`src/rtl/rlbd_pkg.sv`:
```
package rlbd_pkg;

	typedef enum logic [2:0] {
		ST_IDLE,
		ST_MEDIAN,
		ST_DECODE,
		ST_UPDATE,
		ST_REPORT
	} state_t;

	localparam int BTN_W      = 7;
	localparam int SAMPLE_W   = 12;
	localparam int TIME_W     = 32;
	localparam int DEBOUNCE_W = 16;
	localparam int WIN_W      = 24;
	localparam int WIN_COUNT  = 5;
	localparam int CFG_IDX_W  = 3;

	localparam logic [CFG_IDX_W-1:0] REG_DEBOUNCE = 3'd0;
	localparam logic [CFG_IDX_W-1:0] REG_LEFT_1   = 3'd1;
	localparam logic [CFG_IDX_W-1:0] REG_LEFT_2   = 3'd2;
	localparam logic [CFG_IDX_W-1:0] REG_LEFT_3   = 3'd3;
	localparam logic [CFG_IDX_W-1:0] REG_RIGHT_1  = 3'd4;
	localparam logic [CFG_IDX_W-1:0] REG_RIGHT_2  = 3'd5;

	// window slots: left 0..2, right 3..4
	localparam logic [2:0] RIGHT_WIN_BASE = 3'd3;
	// raw mask layout
	localparam logic [2:0] RIGHT_BIT_BASE = 3'd4;
	localparam int         POWER_BIT      = 6;

	localparam logic [DEBOUNCE_W-1:0] DEBOUNCE_RST = 16'd50;
	localparam logic [WIN_W-1:0] WIN_RST [WIN_COUNT] = '{
		{12'd2048, 12'd600},
		{12'd1024, 12'd450},
		{12'd0,    12'd350},
		{12'd2048, 12'd600},
		{12'd0,    12'd350}
	};

	localparam logic [SAMPLE_W-1:0] EMPTY_READING = 12'hFFF;

endpackage

```
`src/rtl/resistor_ladder_button_debouncer_unit.sv`:
```
// Resistor-ladder keypad debouncer. Sample transactions (tuser operation 0) store one
// 12-bit reading into the buffer of the named ladder; readings beyond SAMPLES per
// ladder are dropped. An evaluate transaction (operation 1) runs a sequencer over one
// shared rank unit (median search, one candidate per cycle) and one shared window
// comparator (one window per cycle): it starts, finds the median of each ladder, then
// decodes each ladder until a window matches or its last window is tried, then updates
// the debounce state and loads the result, waiting while a previous result still
// waits at the output. The input is not ready during an evaluation; one result
// transaction is produced per evaluate, none per sample, and a waiting result does
// not block new sample transactions.
module resistor_ladder_button_debouncer_unit
	import rlbd_pkg::*;
#(
	parameter int SAMPLES       = 5,
	parameter int LEFT_BUTTONS  = 3,
	parameter int RIGHT_BUTTONS = 2
) (
	input  logic                  clk,
	input  logic                  arst_n,
	input  logic                  cfg_we,
	input  logic [CFG_IDX_W-1:0]  cfg_index,
	input  logic [WIN_W-1:0]      cfg_data,
	input  logic                  s_tvalid,
	output logic                  s_tready,
	input  logic [47:0]           s_tdata,  // sample[11:0], power_low, now_ms[31:0], pad
	input  logic [1:0]            s_tuser,  // operation, ladder
	output logic                  m_tvalid,
	input  logic                  m_tready,
	output logic [87:0]           m_tdata   // buttons_held, pressed_events,
	                                        // released_events, held_time_ms,
	                                        // power_held_time_ms, pad
);

	localparam int CW   = $clog2(SAMPLES + 1);
	localparam int IW   = (SAMPLES > 1) ? $clog2(SAMPLES) : 1;
	localparam int IDXW = (IW > 2) ? IW : 2;
	localparam logic [1:0] LAST_L = 2'(LEFT_BUTTONS - 1);
	localparam logic [1:0] LAST_R = 2'(RIGHT_BUTTONS - 1);

	state_t state_q, state_d;

	logic [DEBOUNCE_W-1:0] debounce_q;
	logic [WIN_W-1:0]      win_q [WIN_COUNT];

	logic [SAMPLE_W-1:0] left_buf_q  [SAMPLES];
	logic [SAMPLE_W-1:0] right_buf_q [SAMPLES];
	logic [CW-1:0]       left_fill_q, right_fill_q;
	logic [SAMPLE_W-1:0] med_q [2];

	logic            side_q;
	logic [IDXW-1:0] idx_q;
	logic [BTN_W-1:0] raw_q;
	logic            pwr_q;
	logic [TIME_W-1:0] now_q;

	logic [BTN_W-1:0]  last_raw_q, debounced_q, pressed_q, released_q;
	logic [TIME_W-1:0] change_time_q, press_start_q, press_finish_q;
	logic [TIME_W-1:0] power_start_q, power_finish_q;

	logic        m_tvalid_q;
	logic [87:0] m_tdata_q;

	// handshake
	logic s_acc, eval_acc, samp_acc, out_free, load_out;

	// median rank unit
	logic [CW-1:0]       cur_fill, lt_cnt, le_cnt, k_pos;
	logic [SAMPLE_W-1:0] cand, elem, med_val;
	logic                med_empty, med_done;

	// window comparator
	logic [2:0]          wsel, bitpos;
	logic [WIN_W-1:0]    win_sel;
	logic [SAMPLE_W-1:0] level, tol, cur_med, diff;
	logic                win_match, win_last;

	// debounce update
	logic [5:0]        btn, held;
	logic [BTN_W-1:0]  san, pr, rl;
	logic [TIME_W-1:0] elapsed;
	logic              take;

	// report
	logic [TIME_W-1:0] held_t, pwr_t;

	// ---------------- control outputs ----------------
	always_comb begin
		s_tready = (state_q == ST_IDLE);
		s_acc    = s_tvalid && s_tready;
		eval_acc = s_acc && s_tuser[0];
		samp_acc = s_acc && !s_tuser[0];
		out_free = !m_tvalid_q || m_tready;
		load_out = (state_q == ST_REPORT) && out_free;
	end

	// ---------------- median candidate ----------------
	always_comb begin
		cur_fill = side_q ? right_fill_q : left_fill_q;
		cand     = side_q ? right_buf_q[idx_q[IW-1:0]] : left_buf_q[idx_q[IW-1:0]];
		lt_cnt   = '0;
		le_cnt   = '0;
		for (int j = 0; j < SAMPLES; j++) begin
			elem = side_q ? right_buf_q[j] : left_buf_q[j];
			if (CW'(j) < cur_fill) begin
				if (elem < cand)
					lt_cnt = lt_cnt + CW'(1);
				if (elem <= cand)
					le_cnt = le_cnt + CW'(1);
			end
		end
		k_pos     = cur_fill >> 1;
		med_empty = (cur_fill == '0);
		med_done  = med_empty || ((lt_cnt <= k_pos) && (k_pos < le_cnt));
		med_val   = med_empty ? EMPTY_READING : cand;
	end

	// ---------------- window compare ----------------
	always_comb begin
		wsel      = side_q ? (RIGHT_WIN_BASE + {1'b0, idx_q[1:0]}) : {1'b0, idx_q[1:0]};
		bitpos    = side_q ? (RIGHT_BIT_BASE + {1'b0, idx_q[1:0]}) : {1'b0, idx_q[1:0]};
		win_sel   = win_q[wsel];
		level     = win_sel[23:12];
		tol       = win_sel[11:0];
		cur_med   = med_q[side_q];
		diff      = (cur_med >= level) ? (cur_med - level) : (level - cur_med);
		win_match = (diff <= tol);
		win_last  = (idx_q[1:0] == (side_q ? LAST_R : LAST_L));
	end

	// ---------------- sanitize and debounce ----------------
	always_comb begin
		btn  = raw_q[5:0];
		held = debounced_q[5:0];
		if (btn == '0)
			san = {raw_q[POWER_BIT], 6'b0};
		else if ($onehot(held))
			san = {raw_q[POWER_BIT], held};
		else if ($onehot(btn))
			san = {raw_q[POWER_BIT], btn};
		else
			san = {raw_q[POWER_BIT], 6'b0};
		elapsed = now_q - change_time_q;
		take    = (san == last_raw_q) && (elapsed > {16'b0, debounce_q})
			&& (san != debounced_q);
		pr      = san & ~debounced_q;
		rl      = debounced_q & ~san;
	end

	always_comb begin
		held_t = ((debounced_q != '0) ? now_q : press_finish_q) - press_start_q;
		pwr_t  = (debounced_q[POWER_BIT] ? now_q : power_finish_q) - power_start_q;
	end

	// ---------------- next state ----------------
	always_comb begin
		state_d = state_q;
		case (state_q)
			ST_IDLE: begin
				if (eval_acc)
					state_d = ST_MEDIAN;
			end
			ST_MEDIAN: begin
				if (med_done && side_q)
					state_d = ST_DECODE;
			end
			ST_DECODE: begin
				if ((win_match || win_last) && side_q)
					state_d = ST_UPDATE;
			end
			ST_UPDATE: state_d = ST_REPORT;
			ST_REPORT: begin
				if (out_free)
					state_d = ST_IDLE;
			end
			default: state_d = ST_IDLE;
		endcase
	end

	// ---------------- control registers ----------------
	always_ff @(posedge clk or negedge arst_n) begin
		if (!arst_n) begin
			state_q        <= ST_IDLE;
			debounce_q     <= DEBOUNCE_RST;
			win_q          <= WIN_RST;
			left_fill_q    <= '0;
			right_fill_q   <= '0;
			side_q         <= 1'b0;
			idx_q          <= '0;
			last_raw_q     <= '0;
			debounced_q    <= '0;
			change_time_q  <= '0;
			press_start_q  <= '0;
			press_finish_q <= '0;
			power_start_q  <= '0;
			power_finish_q <= '0;
			m_tvalid_q     <= 1'b0;
		end else begin
			state_q <= state_d;

			if (cfg_we) begin
				case (cfg_index)
					REG_DEBOUNCE: debounce_q <= cfg_data[DEBOUNCE_W-1:0];
					REG_LEFT_1:   win_q[0]   <= cfg_data;
					REG_LEFT_2:   win_q[1]   <= cfg_data;
					REG_LEFT_3:   win_q[2]   <= cfg_data;
					REG_RIGHT_1:  win_q[3]   <= cfg_data;
					REG_RIGHT_2:  win_q[4]   <= cfg_data;
					default: ;
				endcase
			end

			if (samp_acc) begin
				if (!s_tuser[1] && left_fill_q < CW'(SAMPLES))
					left_fill_q <= left_fill_q + CW'(1);
				if (s_tuser[1] && right_fill_q < CW'(SAMPLES))
					right_fill_q <= right_fill_q + CW'(1);
			end

			if (eval_acc) begin
				side_q <= 1'b0;
				idx_q  <= '0;
			end

			if (state_q == ST_MEDIAN) begin
				if (med_done) begin
					side_q <= ~side_q;
					idx_q  <= '0;
				end else begin
					idx_q <= idx_q + IDXW'(1);
				end
			end

			if (state_q == ST_DECODE) begin
				if (win_match || win_last) begin
					side_q <= ~side_q;
					idx_q  <= '0;
				end else begin
					idx_q <= idx_q + IDXW'(1);
				end
			end

			if (state_q == ST_UPDATE) begin
				left_fill_q  <= '0;
				right_fill_q <= '0;
				if (san != last_raw_q) begin
					change_time_q <= now_q;
					last_raw_q    <= san;
				end
				if (take) begin
					if (pr != '0 && debounced_q == '0)
						press_start_q <= now_q;
					if (rl != '0 && san == '0)
						press_finish_q <= now_q;
					if (pr[POWER_BIT])
						power_start_q <= now_q;
					if (rl[POWER_BIT])
						power_finish_q <= now_q;
					debounced_q <= san;
				end
			end

			if (load_out)
				m_tvalid_q <= 1'b1;
			else if (m_tready)
				m_tvalid_q <= 1'b0;
		end
	end

	// ---------------- datapath registers ----------------
	always_ff @(posedge clk) begin
		if (samp_acc) begin
			if (!s_tuser[1] && left_fill_q < CW'(SAMPLES))
				left_buf_q[left_fill_q[IW-1:0]] <= s_tdata[11:0];
			if (s_tuser[1] && right_fill_q < CW'(SAMPLES))
				right_buf_q[right_fill_q[IW-1:0]] <= s_tdata[11:0];
		end
		if (eval_acc) begin
			raw_q <= '0;
			pwr_q <= s_tdata[12];
			now_q <= s_tdata[44:13];
		end
		if (state_q == ST_MEDIAN && med_done)
			med_q[side_q] <= med_val;
		if (state_q == ST_DECODE) begin
			if (win_match)
				raw_q[bitpos] <= 1'b1;
			if (win_last || win_match)
				raw_q[POWER_BIT] <= pwr_q;
		end
		if (state_q == ST_UPDATE) begin
			pressed_q  <= take ? pr : '0;
			released_q <= take ? rl : '0;
		end
		if (load_out)
			m_tdata_q <= {3'b0, pwr_t, held_t, released_q, pressed_q, debounced_q};
	end

	assign m_tvalid = m_tvalid_q;
	assign m_tdata  = m_tdata_q;

endmodule
```
`config.mk`:
```
export PLATFORM = sky130hd
export DESIGN_NAME = resistor_ladder_button_debouncer_unit
export DESIGN_NICKNAME = d
export VERILOG_FILES = /design/src/rtl/rlbd_pkg.sv /design/src/rtl/resistor_ladder_button_debouncer_unit.sv
export SDC_FILE = /design/constraint.sdc
export NUM_CORES = 1
export LEC_CHECK = 0
export BUFFER_PORTS_ARGS = -buffer_cell sky130_fd_sc_hd__buf_4
export CAP_MARGIN = 20
export CORE_MARGIN = 2
export CORE_UTILIZATION = 31
export DETAILED_ROUTE_END_ITERATION = 8
export PLACE_DENSITY = 0.52
export SLEW_MARGIN = 15
export SYNTH_ARGS = -nofsm -noshare
export SYNTH_HDL_FRONTEND = slang
export SYNTH_SLANG_ARGS = --single-unit
```
`constraint.sdc`:
```
create_clock -name clk -period 14 [get_ports clk]
set_input_delay 0 -clock clk [delete_from_list [all_inputs] [get_ports clk]]
set_output_delay 0 -clock clk [all_outputs]
set_load 0.01 [all_outputs]
```
Yosys cells after proc, flatten, opt, wreduce, memory -nomap -nowiden. Memory sizes are Yosys's and may differ from the RTL's. Cells that the tools add are included.

Bits in registers: 463. Memories kept: 3. RAM bits: 144. Output and inout port bits: 90.

$add $sub $neg: 28. Bitwise logic cells: 7. Reductions and logical operators: 50. Equality and inequality tests: 19. Magnitude comparators: 25. Muxes and demuxes: 77.

Memory list: left_buf_q (words 5, bits a word 12, rd ports 6, clocked after Yosys merged registers in 0, wr ports 1, line resistor_ladder_button_debouncer_unit.sv:45) `logic [SAMPLE_W-1:0] left_buf_q [SAMPLES];`; right_buf_q (words 5, bits a word 12, rd ports 6, clocked after Yosys merged registers in 0, wr ports 1, line resistor_ladder_button_debouncer_unit.sv:46) `logic [SAMPLE_W-1:0] right_buf_q [SAMPLES];`; med_q (words 2, bits a word 12, rd ports 1, clocked after Yosys merged registers in 0, wr ports 1, line resistor_ladder_button_debouncer_unit.sv:48) `logic [SAMPLE_W-1:0] med_q [2];`.

Operators with widths (count): 3-bit two-way mux (34); 12-bit two-way mux (8); 32-bit subtractor (3); 24-bit binary-select mux with 3-bit select (1); 12-bit <= comparator (6); 32-bit two-way mux (2); 12-bit less-than comparator (5); 24-bit two-way mux (2); 3-bit by 1-bit adder with 3-bit output, second input constant (11); 32-bit by 16-bit greater-than comparator with 1-bit output (1); 12-bit subtractor (2); 1-bit two-way mux (21); 7-bit two-way mux (3); 7-bit nonzero test (3); 2-bit AND reduction (10); 6-bit two-way mux (3); 1-bit logical AND (15); 3-bit one-hot mux with 5 select lines (1); 7-bit bitwise AND (2); 7-bit logical NOT (2); 7-bit inequality test (2); 7-bit inverter (2); 1-bit by 1-bit adder with 2-bit output (6); 3-bit by 1-bit equality test with 1-bit output, second input constant (4); 33 further kinds (57).

Logic depth before layout (Yosys ltp). An unclocked memory read counts as a cell.

Word-level depth: 24. Depth in mapped cells: 34.

Worst setup path before layout. OpenSTA, ideal clock, no wires.

Kind: register -> register. From: register idx_q[0]. To: memory med_q[0][0] (enable). Library setup time: 0.380 ns. Path slack: 6.698 ns. Cell stages (with the launch flop): 27. Path buffers: 2. Data arrival time: 6.922 ns. Cells stage by stage: dfrtp_1 > clkbuf_1 > clkbuf_1 > mux4_2 > mux4_2 > inv_1 > ha_1 > a21oi_1 > a21boi_0 > or3b_1 > a211oi_2 > ha_1 > mux2_2 > ha_1 > mux2_2 > ha_1 > mux2_2 > ha_1 > mux2_2 > ha_1 > a21oi_1 > a21oi_1 > o21ai_0 > o21ai_0 > a21oi_2 > nand2_1 > nor2_1.

Word-level cells in the longest chain between the ends: 23.

RTL lines: start: declaration (line resistor_ladder_button_debouncer_unit.sv:51) `logic [IDXW-1:0] idx_q;`; start signal: assignment (line resistor_ladder_button_debouncer_unit.sv:229) `idx_q <= idx_q + IDXW'(1);`; start signal: assignment (line resistor_ladder_button_debouncer_unit.sv:238) `idx_q <= idx_q + IDXW'(1);`; memory read 5 x 12 bit (on tied branches); 12-bit two-way mux (*) (line resistor_ladder_button_debouncer_unit.sv:99) `cand = side_q ? right_buf_q[idx_q[IW-1:0]] : left_buf_q[idx_q[IW-1:0]];`; 12-bit less-than comparator / 12-bit <= comparator (equally long branches) (line resistor_ladder_button_debouncer_unit.sv:105, resistor_ladder_button_debouncer_unit.sv:107); 1-bit two-way mux (on tied branches) (line resistor_ladder_button_debouncer_unit.sv:105, resistor_ladder_button_debouncer_unit.sv:107); 1-bit two-way mux (line resistor_ladder_button_debouncer_unit.sv:104) `if (CW'(j) < cur_fill) begin`; 3-bit by 1-bit adder with 3-bit output (on tied branches) (line resistor_ladder_button_debouncer_unit.sv:106, resistor_ladder_button_debouncer_unit.sv:108); 3-bit two-way mux (on tied branches) (line resistor_ladder_button_debouncer_unit.sv:105, resistor_ladder_button_debouncer_unit.sv:107); 3-bit two-way mux (line resistor_ladder_button_debouncer_unit.sv:104); (+7 left out); 3-bit two-way mux (on tied branches) (line resistor_ladder_button_debouncer_unit.sv:105, resistor_ladder_button_debouncer_unit.sv:107); 3-bit two-way mux (line resistor_ladder_button_debouncer_unit.sv:104); 3-bit by 2-bit <= comparator with 1-bit output / 2-bit by 3-bit less-than comparator with 1-bit output (equally long branches) (line resistor_ladder_button_debouncer_unit.sv:113) `med_done = med_empty || ((lt_cnt <= k_pos) && (k_pos < le_cnt));`; 1-bit logical AND (*) (line resistor_ladder_button_debouncer_unit.sv:113); 1-bit logical OR (*) (line resistor_ladder_button_debouncer_unit.sv:113); 1-bit logical AND (*) (line resistor_ladder_button_debouncer_unit.sv:282) `if (state_q == ST_MEDIAN && med_done)`; 1-bit two-way mux (*) (line resistor_ladder_button_debouncer_unit.sv:282); 1-bit two-way mux (not written as such) (*) (line resistor_ladder_button_debouncer_unit.sv:283) `med_q[side_q] <= med_val;`; end: declaration (line resistor_ladder_button_debouncer_unit.sv:48).

Every way passes the cells marked *; elsewhere a longest branch is shown, timed or not.

Final worst setup path.
From: register idx_q[1]. To: register idx_q[0].

Word-level cells in the longest chain between the ends: 23.

RTL lines: memory read 5 x 12 bit (on tied branches); 12-bit two-way mux (line resistor_ladder_button_debouncer_unit.sv:99); 12-bit less-than comparator / 12-bit <= comparator (equally long branches) (line resistor_ladder_button_debouncer_unit.sv:105, resistor_ladder_button_debouncer_unit.sv:107); 1-bit two-way mux (on tied branches) (line resistor_ladder_button_debouncer_unit.sv:105, resistor_ladder_button_debouncer_unit.sv:107); 1-bit two-way mux (line resistor_ladder_button_debouncer_unit.sv:104); 3-bit by 1-bit adder with 3-bit output (on tied branches) (line resistor_ladder_button_debouncer_unit.sv:106, resistor_ladder_button_debouncer_unit.sv:108); 3-bit two-way mux (on tied branches) (line resistor_ladder_button_debouncer_unit.sv:105, resistor_ladder_button_debouncer_unit.sv:107); 3-bit two-way mux (line resistor_ladder_button_debouncer_unit.sv:104); (+7 left out); 3-bit two-way mux (on tied branches) (line resistor_ladder_button_debouncer_unit.sv:105, resistor_ladder_button_debouncer_unit.sv:107); 3-bit two-way mux (line resistor_ladder_button_debouncer_unit.sv:104); 3-bit by 2-bit <= comparator with 1-bit output / 2-bit by 3-bit less-than comparator with 1-bit output (equally long branches) (line resistor_ladder_button_debouncer_unit.sv:113); 1-bit logical AND (line resistor_ladder_button_debouncer_unit.sv:113); 1-bit logical OR (line resistor_ladder_button_debouncer_unit.sv:113); 3-bit two-way mux (line resistor_ladder_button_debouncer_unit.sv:225) `if (med_done) begin`; 3-bit two-way mux (line resistor_ladder_button_debouncer_unit.sv:224) `if (state_q == ST_MEDIAN) begin`; 3-bit two-way mux (*) (line resistor_ladder_button_debouncer_unit.sv:233) `if (state_q == ST_DECODE) begin`.

Every way passes the cells marked *; elsewhere a longest branch is shown, timed or not. The select of a mux whose other input is x is not followed. A chain may end at the register's enable or synchronous reset.

==> run metrics <==
grt ovf=0; first-iteration detailed-routing DRC count=1,385; crit path kind=reg -> reg; via/cell ratio=4.85; fin. max-slew vios=0; Routed wire per std cell=18.8 um; max incr delay on CP=0.63 ns; Post-Synth XOR/XNOR Area=2.63%; Mapped Cells=2,794; clock slew at reported path FFs=0.06 ns; crit-path leading delay family=compound AO/OA/AOI/OAI gates; asr flop ratio synth=47.7%; first-pass GRT wire length=139,000 um; Layout area overhead=18.7%; layout cells sized above 1=27.7%; H-tree Lvls=3; final critical-path required period=8.35 ns; Seq/Total Area, Yosys=51.4%; status=finished, violations left; DR DRC count=0; Starting Density=31.3%; vias in the first global route=23.3k; final wirelength=88,900 um; max-cap violations=0; largest family of logic cells by synthesized area=multiplexers; GP Congestion=0.825; post-route clock period utilization=59.6%; fin nets=3,460; FP Rows=125; die area=120,000 um2; num ports=172; Synth top area share=28.7%; Final ANT Viol Nets=0; post-synth cell types=93; compound-gate portion of the synthesized area=8.20%; initial antenna violation count=1; worst hold slack=-0.0629 ns; DP Wirelength=60,900 um; violated checks=negative hold slack; RSZ-0062 raised after global routing=false; largest net degree at the start of global routing=99; via count=22.9k; CP Launch Type=flop; Top FF cell, synth=edfxtp_1; Clock Latency Late Sink=0.65 ns; Synth Area in Adders=8.84%; Critical Path AT=8.91 ns; Post-synth EDFFs=348; Hold WC Path Type=in -> async; final count of hold timing violations=18; first-pass detailed-route iteration total=5; synth warn=0; TritonCTS clock tree=yes; Die Wd=347 um; top cells by area, synth=edfxtp_1 (29%), dfrtp_1 (20%), mux2_2 (12%), ha_1 (8.2%), mux4_2 (5.2%); slowest CP cell=buf_4; Slew HR=24.3%; Worst-Margin Slew=1.13 ns; Peak Freq=120 MHz; core area=117,000 um2; CTS max path bufs=3; crit-path max FO=52; Seq cells post-synth=679; R2R depth=28; capturing point of the worst reg2reg path=idx_q[0]; simple-gate share of the synthesized area=6.67%; area leader, netlist=edfxtp_1; Worst EP required=14.57 ns; clock root buffer=clkbuf_16; Setup TNS=0 ns; Syn Std Cell Area=36,500 um2; Die H=347 um; GRT Overall Usage=14.8%; Final setup viols=0; worst r2r src=idx_q[1]; worst path bufs/invs=5; clock sinks=679; CTS Buf Count=83; critical path endpoint category=flop; Buffers on Ports=165; Mean Syn Cell Area=13.1 um2; FF-to-FF setup slack=5.65 ns; Final Skew=0.0227 ns; mux contribution to synthesized area=18.9%
==> kinds of logic after synthesis <==
logic type,count (synthesis)
AND/OR/NAND/NOR,471
flip-flops,679
buffers and inverters,301
multiplexers,534
adder cells (fa/ha/maj),251
XOR/XNOR,105
other,1
AO/OA/AOI/OAI,452
==> metal layers <==
| metal | GRT usage (%) | wire (um) | up-vias | part of all wire, % |
|---|---|---|---|---|
| li1 | - | - | 11000 | - |
| met1 | 21.0 | 43300 | 11400 | 49 |
| met2 | 23.1 | 40100 | 371 | 45 |
| met3 | 2.43 | 3180 | 122 | 3.6 |
| met4 | 4.54 | 2280 | 2 | 2.6 |
| met5 | 0 | 13 | - | 0.015 |
==> cells in the final DEF (no fill, tap or decap), types with 24 or more instances in the layout <==
| cell type | count |
|---|---|
| a21o_1 | 61 |
| a21oi_1 | 131 |
| buf_4 | 195 |
| clkbuf_16 | 85 |
| conb_1 | 75 |
| dfrtp_1 | 290 |
| dfstp_2 | 30 |
| dlygate4sd3_1 | 78 |
| edfxtp_1 | 348 |
| ha_1 | 240 |
| inv_1 | 200 |
| mux2_2 | 394 |
| mux2i_1 | 45 |
| mux4_2 | 84 |
| nand2_1 | 133 |
| nand2b_1 | 24 |
| nand3_1 | 30 |
| nand4_1 | 38 |
| nor2_1 | 81 |
| nor2b_1 | 25 |
| nor3_1 | 26 |
| o21ai_0 | 86 |
| xnor2_1 | 70 |
| xor2_1 | 31 |
==> registers in the layout, indices dropped and copies added, names as in the netlist <==
signal	flops
win_q	120
m_tdata	85
m_tvalid	1
med_q	24
left_fill_q	3
last_raw_q	7
raw_q	7
now_q	32
press_finish_q	32
press_start_q	32
state_q	3
side_q	1
pwr_q	1
pressed_q	7
released_q	7
debounced_q	7
idx_q	3
right_buf_q	96
change_time_q	32
left_buf_q	96
right_fill_q	3
debounce_q	16
power_finish_q	32
power_start_q	32
==> stage by stage <==
| step | instances | instance area [um2] | setup WS (ns) | hold WS (ns) | utilization, % |
|---|---|---|---|---|---|
| finish | 4718 | 43300 | 5.65 | -0.0629 | 37.2 |
| global route | 4717 | 43300 | 4.99 | 0.0443 | 37.2 |
| CTS | 4716 | 43300 | 5.58 | 0.0136 | 37.2 |
| detailed placement | 4487 | 39800 | 5.60 | 0.118 | 34.2 |
| global placement | 4487 | 39800 | 5.60 | 0.119 | 34.2 |
| floorplan | 2868 | 36800 | 6.70 | -0.296 | - |
==> synthesized netlist by cell type (14+ instances only) <==
| cell type | instances |
|---|---|
| a211oi_1 | 15 |
| a21o_1 | 61 |
| a21oi_1 | 131 |
| a22oi_1 | 23 |
| and2_1 | 22 |
| and3_1 | 14 |
| clkbuf_1 | 62 |
| dfrtp_1 | 294 |
| dfstp_2 | 30 |
| edfxtp_1 | 348 |
| ha_1 | 240 |
| inv_1 | 201 |
| mux2_2 | 394 |
| mux2i_1 | 46 |
| mux4_2 | 84 |
| nand2_1 | 133 |
| nand2b_1 | 24 |
| nand3_1 | 31 |
| nand4_1 | 38 |
| nor2_1 | 83 |
| nor2b_1 | 25 |
| nor3_1 | 28 |
| o21a_1 | 22 |
| o21ai_0 | 86 |
| or2_2 | 14 |
| xnor2_1 | 71 |
| xor2_1 | 31 |
==> how the worst max path moves through the flow <==
stage | from | endpoint | slack (ns) | cells past startpoint
2_1_floorplan | idx_q[0] | med_q[0][0] | 6.70 | 26
3_3_place_gp | idx_q[0] | med_q[1][3] | 5.60 | 26
3_5_place_dp | idx_q[0] | med_q[0][3] | 5.60 | 26
4_1_cts | idx_q[0] | med_q[0][7] | 5.58 | 26
5_1_grt | idx_q[0] | side_q | 4.99 | 26
6_report | idx_q[1] | idx_q[0] | 5.65 | 28
==> cell type report <==
cell class	count	area, um2
tap	1524	1910
sequential	679	18700
fill	11300	73200
clock buffer	107	2290
inverter	201	754
antenna	1	2.50
multi-input combinational	1888	16900
clock inverter	44	414
timing repair buffer	274	2260
==> timing repair <==
action	CTS	global route
hold buffers	78	0
setup buffers	0	0
hold endpoints to repair	476	0
resized for setup	0	0
Power is not shown: default switching activity piles up to over one toggle a cycle in this logic, so the estimate is an artifact.
